===== src/rtl/tsemh_pkg.sv =====
// Shared types and codes of the three-state efficiency mixture histogram.
// Holds command, status and register codes, payload structs and the
// controller/datapath command and status bundles. Depends on nothing.
package tsemh_pkg;

  // Request command codes
  localparam logic [2:0] CMD_LOAD_EPS = 3'd0;
  localparam logic [2:0] CMD_LOAD_P1  = 3'd1;
  localparam logic [2:0] CMD_LOAD_P2  = 3'd2;
  localparam logic [2:0] CMD_LOAD_P3  = 3'd3;
  localparam logic [2:0] CMD_COMPUTE  = 3'd4;
  localparam logic [2:0] CMD_READ     = 3'd5;

  // Result status codes
  localparam logic [1:0] STAT_OK    = 2'd0;
  localparam logic [1:0] STAT_RANGE = 2'd1;
  localparam logic [1:0] STAT_SAT   = 2'd2;

  // Configuration register indexes
  localparam logic [2:0] CFG_TIME_BINS = 3'd0;
  localparam logic [2:0] CFG_EPS_BINS  = 3'd1;
  localparam logic [2:0] CFG_BRIGHT1   = 3'd2;
  localparam logic [2:0] CFG_BRIGHT2   = 3'd3;
  localparam logic [2:0] CFG_BRIGHT3   = 3'd4;
  localparam logic [2:0] CFG_THRESHOLD = 3'd5;

  typedef struct packed {
    logic [2:0]  cmd;
    logic [14:0] item_index;
    logic [15:0] item_value;
  } req_t;

  typedef struct packed {
    logic [31:0] read_data;
    logic [1:0]  status;
  } rsp_t;

  // Which loop index addresses the efficiency and probability tables
  typedef enum logic [1:0] {
    TS_I,
    TS_J,
    TS_H
  } tsel_e;

  typedef enum logic [4:0] {
    S_INIT_CLR,
    S_IDLE,
    S_READ,
    S_CLR,
    S_RM_RD,
    S_RM_WR,
    S_W,
    S_DEN,
    S_I_RD,
    S_I_CHK,
    S_J_RD,
    S_J_CHK,
    S_H_RD,
    S_H_CHK,
    S_NUM,
    S_BS_RD,
    S_BS_CMP,
    S_ACC_RD,
    S_ACC_WR,
    S_DONE
  } state_e;

  // Controller to datapath commands
  typedef struct packed {
    logic  host_we;
    logic  host_rd;
    logic  resp_load;
    logic  resp_read;
    logic  resp_cmp;
    logic  resp_bad;
    logic  clr_init;
    logic  clr_step;
    logic  rm_init;
    logic  rm_write;
    logic  k_init;
    logic  w_calc;
    logic  den_calc;
    logic  l_next;
    logic  i_init;
    logic  i_take;
    logic  i_next;
    logic  j_init;
    logic  j_take;
    logic  j_next;
    logic  h_init;
    logic  h_take;
    logic  h_next;
    logic  num_calc;
    logic  bs_cmp;
    logic  addr_calc;
    logic  acc_write;
    tsel_e tsel;
  } ctl_t;

  // Datapath to controller status
  typedef struct packed {
    logic clr_last;
    logic empty;
    logic den_zero;
    logic kl_last;
    logic i_last;
    logic j_last;
    logic h_last;
    logic p1_ok;
    logic p2_ok;
    logic p3_ok;
    logic bs_run;
  } sts_t;

endpackage


===== src/rtl/tsemh_ctrl.sv =====
// Sequencer of the mixture histogram: clearing pass, running-maximum build,
// nested split/bin loops, bin search and accumulation. Depends on tsemh_pkg.
module tsemh_ctrl (
  input  logic             clk_i,
  input  logic             rst_ni,
  input  logic             start,
  input  logic [2:0]       cmd_i,
  input  tsemh_pkg::sts_t  sts_i,
  output logic             busy,
  output tsemh_pkg::ctl_t  ctl_o
);

  tsemh_pkg::state_e state_q, state_d;
  logic adv_h, adv_j, adv_i, adv_kl;

  // State register
  always_ff @(posedge clk_i or negedge rst_ni) begin
    if (!rst_ni) begin
      state_q <= tsemh_pkg::S_INIT_CLR;
    end else begin
      state_q <= state_d;
    end
  end

  // Next state and commands
  always_comb begin
    state_d = state_q;
    ctl_o = '0;
    ctl_o.tsel = tsemh_pkg::TS_I;
    busy = 1'b1;
    adv_h = 1'b0;
    adv_j = 1'b0;
    adv_i = 1'b0;
    adv_kl = 1'b0;
    unique case (state_q)
      tsemh_pkg::S_INIT_CLR: begin
        ctl_o.clr_step = 1'b1;
        if (sts_i.clr_last) state_d = tsemh_pkg::S_IDLE;
      end
      tsemh_pkg::S_IDLE: begin
        busy = 1'b0;
        if (start) begin
          priority if (cmd_i == tsemh_pkg::CMD_LOAD_EPS || cmd_i == tsemh_pkg::CMD_LOAD_P1 ||
                       cmd_i == tsemh_pkg::CMD_LOAD_P2 || cmd_i == tsemh_pkg::CMD_LOAD_P3) begin
            ctl_o.host_we = 1'b1;
            ctl_o.resp_load = 1'b1;
          end else if (cmd_i == tsemh_pkg::CMD_READ) begin
            ctl_o.host_rd = 1'b1;
            state_d = tsemh_pkg::S_READ;
          end else if (cmd_i == tsemh_pkg::CMD_COMPUTE) begin
            ctl_o.clr_init = 1'b1;
            state_d = tsemh_pkg::S_CLR;
          end else begin
            ctl_o.resp_bad = 1'b1;
          end
        end
      end
      tsemh_pkg::S_READ: begin
        ctl_o.resp_read = 1'b1;
        state_d = tsemh_pkg::S_IDLE;
      end
      tsemh_pkg::S_CLR: begin
        ctl_o.clr_step = 1'b1;
        if (sts_i.clr_last) begin
          if (sts_i.empty) begin
            state_d = tsemh_pkg::S_DONE;
          end else begin
            ctl_o.rm_init = 1'b1;
            state_d = tsemh_pkg::S_RM_RD;
          end
        end
      end
      tsemh_pkg::S_RM_RD: state_d = tsemh_pkg::S_RM_WR;
      tsemh_pkg::S_RM_WR: begin
        ctl_o.rm_write = 1'b1;
        if (sts_i.i_last) begin
          ctl_o.k_init = 1'b1;
          state_d = tsemh_pkg::S_W;
        end else begin
          state_d = tsemh_pkg::S_RM_RD;
        end
      end
      tsemh_pkg::S_W: begin
        ctl_o.w_calc = 1'b1;
        state_d = tsemh_pkg::S_DEN;
      end
      tsemh_pkg::S_DEN: begin
        ctl_o.den_calc = 1'b1;
        ctl_o.i_init = 1'b1;
        if (sts_i.den_zero) adv_kl = 1'b1;
        else state_d = tsemh_pkg::S_I_RD;
      end
      tsemh_pkg::S_I_RD: state_d = tsemh_pkg::S_I_CHK;
      tsemh_pkg::S_I_CHK: begin
        if (sts_i.p1_ok) begin
          ctl_o.i_take = 1'b1;
          ctl_o.j_init = 1'b1;
          state_d = tsemh_pkg::S_J_RD;
        end else begin
          adv_i = 1'b1;
        end
      end
      tsemh_pkg::S_J_RD: begin
        ctl_o.tsel = tsemh_pkg::TS_J;
        state_d = tsemh_pkg::S_J_CHK;
      end
      tsemh_pkg::S_J_CHK: begin
        ctl_o.tsel = tsemh_pkg::TS_J;
        if (sts_i.p2_ok) begin
          ctl_o.j_take = 1'b1;
          ctl_o.h_init = 1'b1;
          state_d = tsemh_pkg::S_H_RD;
        end else begin
          adv_j = 1'b1;
        end
      end
      tsemh_pkg::S_H_RD: begin
        ctl_o.tsel = tsemh_pkg::TS_H;
        state_d = tsemh_pkg::S_H_CHK;
      end
      tsemh_pkg::S_H_CHK: begin
        ctl_o.tsel = tsemh_pkg::TS_H;
        if (sts_i.p3_ok) begin
          ctl_o.h_take = 1'b1;
          state_d = tsemh_pkg::S_NUM;
        end else begin
          adv_h = 1'b1;
        end
      end
      tsemh_pkg::S_NUM: begin
        ctl_o.num_calc = 1'b1;
        state_d = tsemh_pkg::S_BS_RD;
      end
      tsemh_pkg::S_BS_RD: begin
        if (sts_i.bs_run) begin
          state_d = tsemh_pkg::S_BS_CMP;
        end else begin
          ctl_o.addr_calc = 1'b1;
          state_d = tsemh_pkg::S_ACC_RD;
        end
      end
      tsemh_pkg::S_BS_CMP: begin
        ctl_o.bs_cmp = 1'b1;
        state_d = tsemh_pkg::S_BS_RD;
      end
      tsemh_pkg::S_ACC_RD: state_d = tsemh_pkg::S_ACC_WR;
      tsemh_pkg::S_ACC_WR: begin
        ctl_o.acc_write = 1'b1;
        adv_h = 1'b1;
      end
      tsemh_pkg::S_DONE: begin
        ctl_o.resp_cmp = 1'b1;
        state_d = tsemh_pkg::S_IDLE;
      end
      default: state_d = tsemh_pkg::S_IDLE;
    endcase

    // Advance the nested loops, carrying into the outer ones
    if (adv_h) begin
      if (!sts_i.h_last) begin
        ctl_o.h_next = 1'b1;
        state_d = tsemh_pkg::S_H_RD;
      end else begin
        adv_j = 1'b1;
      end
    end
    if (adv_j) begin
      if (!sts_i.j_last) begin
        ctl_o.j_next = 1'b1;
        state_d = tsemh_pkg::S_J_RD;
      end else begin
        adv_i = 1'b1;
      end
    end
    if (adv_i) begin
      if (!sts_i.i_last) begin
        ctl_o.i_next = 1'b1;
        state_d = tsemh_pkg::S_I_RD;
      end else begin
        adv_kl = 1'b1;
      end
    end
    if (adv_kl) begin
      if (!sts_i.kl_last) begin
        ctl_o.l_next = 1'b1;
        state_d = tsemh_pkg::S_W;
      end else begin
        state_d = tsemh_pkg::S_DONE;
      end
    end
  end

endmodule


===== config.mk =====
export PLATFORM = sky130hd
export DESIGN_NAME = tsemh_ctrl
export DESIGN_NICKNAME = d
export VERILOG_FILES = /design/src/rtl/tsemh_pkg.sv /design/src/rtl/tsemh_ctrl.sv
export SDC_FILE = /design/constraint.sdc
export NUM_CORES = 1
export LEC_CHECK = 0
export BUFFER_PORTS_ARGS = -buffer_cell sky130_fd_sc_hd__buf_2
export CAP_MARGIN = 5
export CORE_UTILIZATION = 40
export DETAILED_ROUTE_END_ITERATION = 10
export GPL_ROUTABILITY_DRIVEN = 0
export PLACE_DENSITY = 0.71
export SLEW_MARGIN = 20
export SYNTH_ARGS = -nofsm -noshare
export SYNTH_HDL_FRONTEND = slang
export SYNTH_SLANG_ARGS = --single-unit
export TNS_END_PERCENT = 1

===== constraint.sdc =====
create_clock -name clk_i -period 3.2 [get_ports clk_i]
set_input_delay 0.32 -clock clk_i [delete_from_list [all_inputs] [get_ports clk_i]]
set_output_delay 0.32 -clock clk_i [all_outputs]
set_load 0.02 [all_outputs]

==> results.sh <==
export IMPL_largest_reg_flops=5
export IMPL_clk_pin_slew_ps=40
export IMPL_synthDominantCellAreaShare_pct=12.66
export IMPL_h_tree_depth=1
export IMPL_io_pin_count=47
export IMPL_fillers=227
export IMPL_cts_tree="yes"
export IMPL_synth_most_common_cell="nor2_1"
export IMPL_area_growth_syn_to_layout_pct=21.39
export IMPL_layout_drive_gt1_share_pct=33.33
export IMPL_leakage_nw=0.5717
export IMPL_start_kind="register"
export IMPL_cts_resized=0
export IMPL_clock_sinks=5
export IMPL_synth_compound_area_share_pct=25.32
export IMPL_n_antenna_cell=0
export IMPL_postCtsSetupBuffers=0
export IMPL_hold_violations=0
export IMPL_clockRootBuffer="clkbuf_4"
export IMPL_syn_area_per_cell_um2=6.912
export IMPL_worstPathRequired_ps=2880
export IMPL_grt_pass1_wl_mm=4.698
export IMPL_port_buffers=46
export IMPL_reg_top3="state_q (5)"
export IMPL_multiInputGateArea_um2=743.2
export IMPL_drtIter0Drc=53
export IMPL_post_route_period_util_pct=85.62
export IMPL_cts_buffers=3
export IMPL_synth_cells=143
export IMPL_drcViolationCount=0
export IMPL_synthArstFlopShare_pct=100.0
export IMPL_synth_xor_area_share_pct=0
export IMPL_cap_violations=0
export IMPL_setup_viol=0
export IMPL_core_area_mm2=0.002276
export IMPL_drt_pass1_iterations=4
export IMPL_synth_sequential_area_ratio_pct=12.66
export IMPL_wire_per_inst_um=14.51
export IMPL_vias=1228
export IMPL_die_y_um=51.71
export IMPL_reg2regPathDepth=6
export IMPL_synth_top_family_by_area="simple AND/OR/NAND/NOR gates"
export IMPL_crit_path_end="ctl_o[15]"
export IMPL_yosys_cell_types_count=46
export IMPL_wl_mm=3.018
export IMPL_regMostFlops="state_q"
export IMPL_syn_area_um2=988.4
export IMPL_outcome="completed"
export IMPL_grt_setup_unrepaired="no"
export IMPL_design_die_area_mm2=0.002674
export IMPL_initial_core_util_pct=43.43
export IMPL_synth_fa_ha_area_share_pct=0
export IMPL_tightest_slew_ps=667.7
export IMPL_power_mw=1.036
export IMPL_ys_warn_count=0
export IMPL_grt_pass1_vias=982
export IMPL_slew_headroom_pct=55.49
export IMPL_slew_viol_final=0
export IMPL_dpl_cell_count=203
export IMPL_dp_final_hpwl_mm=2.319
export IMPL_antenna_found_initial=0
export IMPL_synth_mux_area_share_pct=0
export IMPL_rows=17
export IMPL_grt_max_degree=24
export IMPL_startpoint="state_q[3]$_DFF_PN0_"
export IMPL_register_area_um2=125.1
export IMPL_timing_critical_path_fanout_max=22
export IMPL_finalClockSkew_ps=3.238
export IMPL_routed_via_density=5.904
export IMPL_p_per_area_mw_per_mm2=863.6
export IMPL_synth_top_area_cell="dfrtp_1"
export IMPL_grt_overflow_total=0
export IMPL_synth_edff_count=0
export IMPL_regToRegEndpoint="state_q[1]$_DFF_PN0_"
export IMPL_ys_flop_type="dfrtp_1"
export IMPL_yosys_register_bits=5
export IMPL_r2r_start="state_q[1]$_DFF_PN0_"
export IMPL_fmax_mhz=365.0
export IMPL_fin_nets=198
export IMPL_synth_nets=160
export IMPL_die_width_um=51.71
export IMPL_clk_path_buf_depth=2
export IMPL_reg2reg_setup_slack_ps=810
export IMPL_synthSimpleGateAreaFrac_pct=49.87
export IMPL_hp_class="input port to register"
export IMPL_grt_total_usage_pct=22.84
export IMPL_worstSkewPairLatency_ps=230
export IMPL_critical_path_class="register to output pin"
export IMPL_post_route_min_period_ps=2740
export IMPL_yosys_top_cells_count="17 x nor2_1, 11 x nor3_1, 9 x nand2_1"
export IMPL_fin_setup_tns_ps=0
export IMPL_synth_area_top_cells="dfrtp_1 13%, nor2_1 6.5%, nor3_1 5.6%"
export IMPL_ir_drop_v=0.0004188
export IMPL_arrival_ps=2420
export IMPL_fin_cells=208
export IMPL_endpoint_kind="output pin"
export IMPL_antenna_left=0
==> worst max-delay path: stages (launching register included) <==
cell	delay, ps
dfrtp_1	690
or3b_1	540
nor3_4	280
nor2_1	120
o21ai_2	230
and2_1	150
buf_2	160
==> area by class of cell <==
type,instances,share of cell area (%)
Multi-Input combinational cell,117,61.94
Timing Repair Buffer,48,20.65
Sequential cell,5,10.43
Tap cell,28,2.920
Clock buffer,4,2.190
Inverter,6,1.877
==> repair_timing <==
action / in CTS / in global routing
hold buffers: 1 / 0
endpoints found under the hold margin: 5 / 0
setup endpoints to repair: 0 / 0
==> report_power, final <==
group,switching [mW],internal (mW)
Sequential,0.146,0.0938
Combinational,0.423,0.303
Clock,0.0233,0.0470
Total,0.592,0.444
==> per-stage QoR <==
stage / setup slack (ps) / hold WS (ps) / cell area [um2] / util [%]
finish: 460.2 / 353.4 / 1200 / 52.72
global route: 344.7 / 359.1 / 1200 / 52.72
CTS: 497.4 / 347.6 / 1200 / 52.72
detailed placement: 765.8 / 132.6 / 1164 / 51.13
global placement: 845.0 / 131.8 / 1164 / 51.13
floorplan: 1029 / 24.41 / 988.4 / -
==> how the worst min path moves through the flow <==
| stage | from | endpoint | slack (ps) | cells past startpoint |
|---|---|---|---|---|
| after CTS | sts_i[7] | state_q[4]$_DFF_PN0_ | 350 | 2 |
| after detailed placement | rst_ni | state_q[3]$_DFF_PN0_ | 130 | 1 |
| final | sts_i[7] | state_q[0]$_DFF_PN0_ | 350 | 2 |
| after global placement | rst_ni | state_q[4]$_DFF_PN0_ | 130 | 1 |
| after floorplan | rst_ni | state_q[0]$_DFF_PN0_ | 20 | 0 |
| after global routing | sts_i[7] | state_q[4]$_DFF_PN0_ | 360 | 2 |
==> cell families (layout without fill, tap and decap cells) <==
logic type,after synthesis,in the layout
flops,5,5
buf+inv,21,58
compound gates,34,34
simple gates,83,83
==> placed cells by master, fill, tap and decap left out, types with 2 or more instances in the layout <==
master     synthesis  layout
buf_2              6      46
nor2_1            17      17
nor3_1            11      11
nand2_1            9       9
a21oi_1            8       8
nand2b_1           7       7
o21ai_0            7       7
nor2b_1            5       5
inv_1              5       5
dfrtp_1            5       5
nor3b_1            4       4
a32o_1             4       4
or3_1              3       3
nand3b_1           3       3
or4_1              3       3
nand3_1            3       3
and2_1             3       3
clkbuf_4           0       3
and4_1             2       2
a31oi_1            2       2
a22o_1             2       2
a2111oi_2          2       2
nand4b_1           2       2
==> metal layers <==
layer | up-vias | routed length, um | track usage [%]
met5 | - | 0 | 0
met4 | 0 | 22 | 4.054
met3 | 2 | 174 | 0.8772
met2 | 52 | 1500 | 36.15
met1 | 577 | 1321 | 34.34
li1 | 597 | - | -
Power figures use the tool's default switching activity.
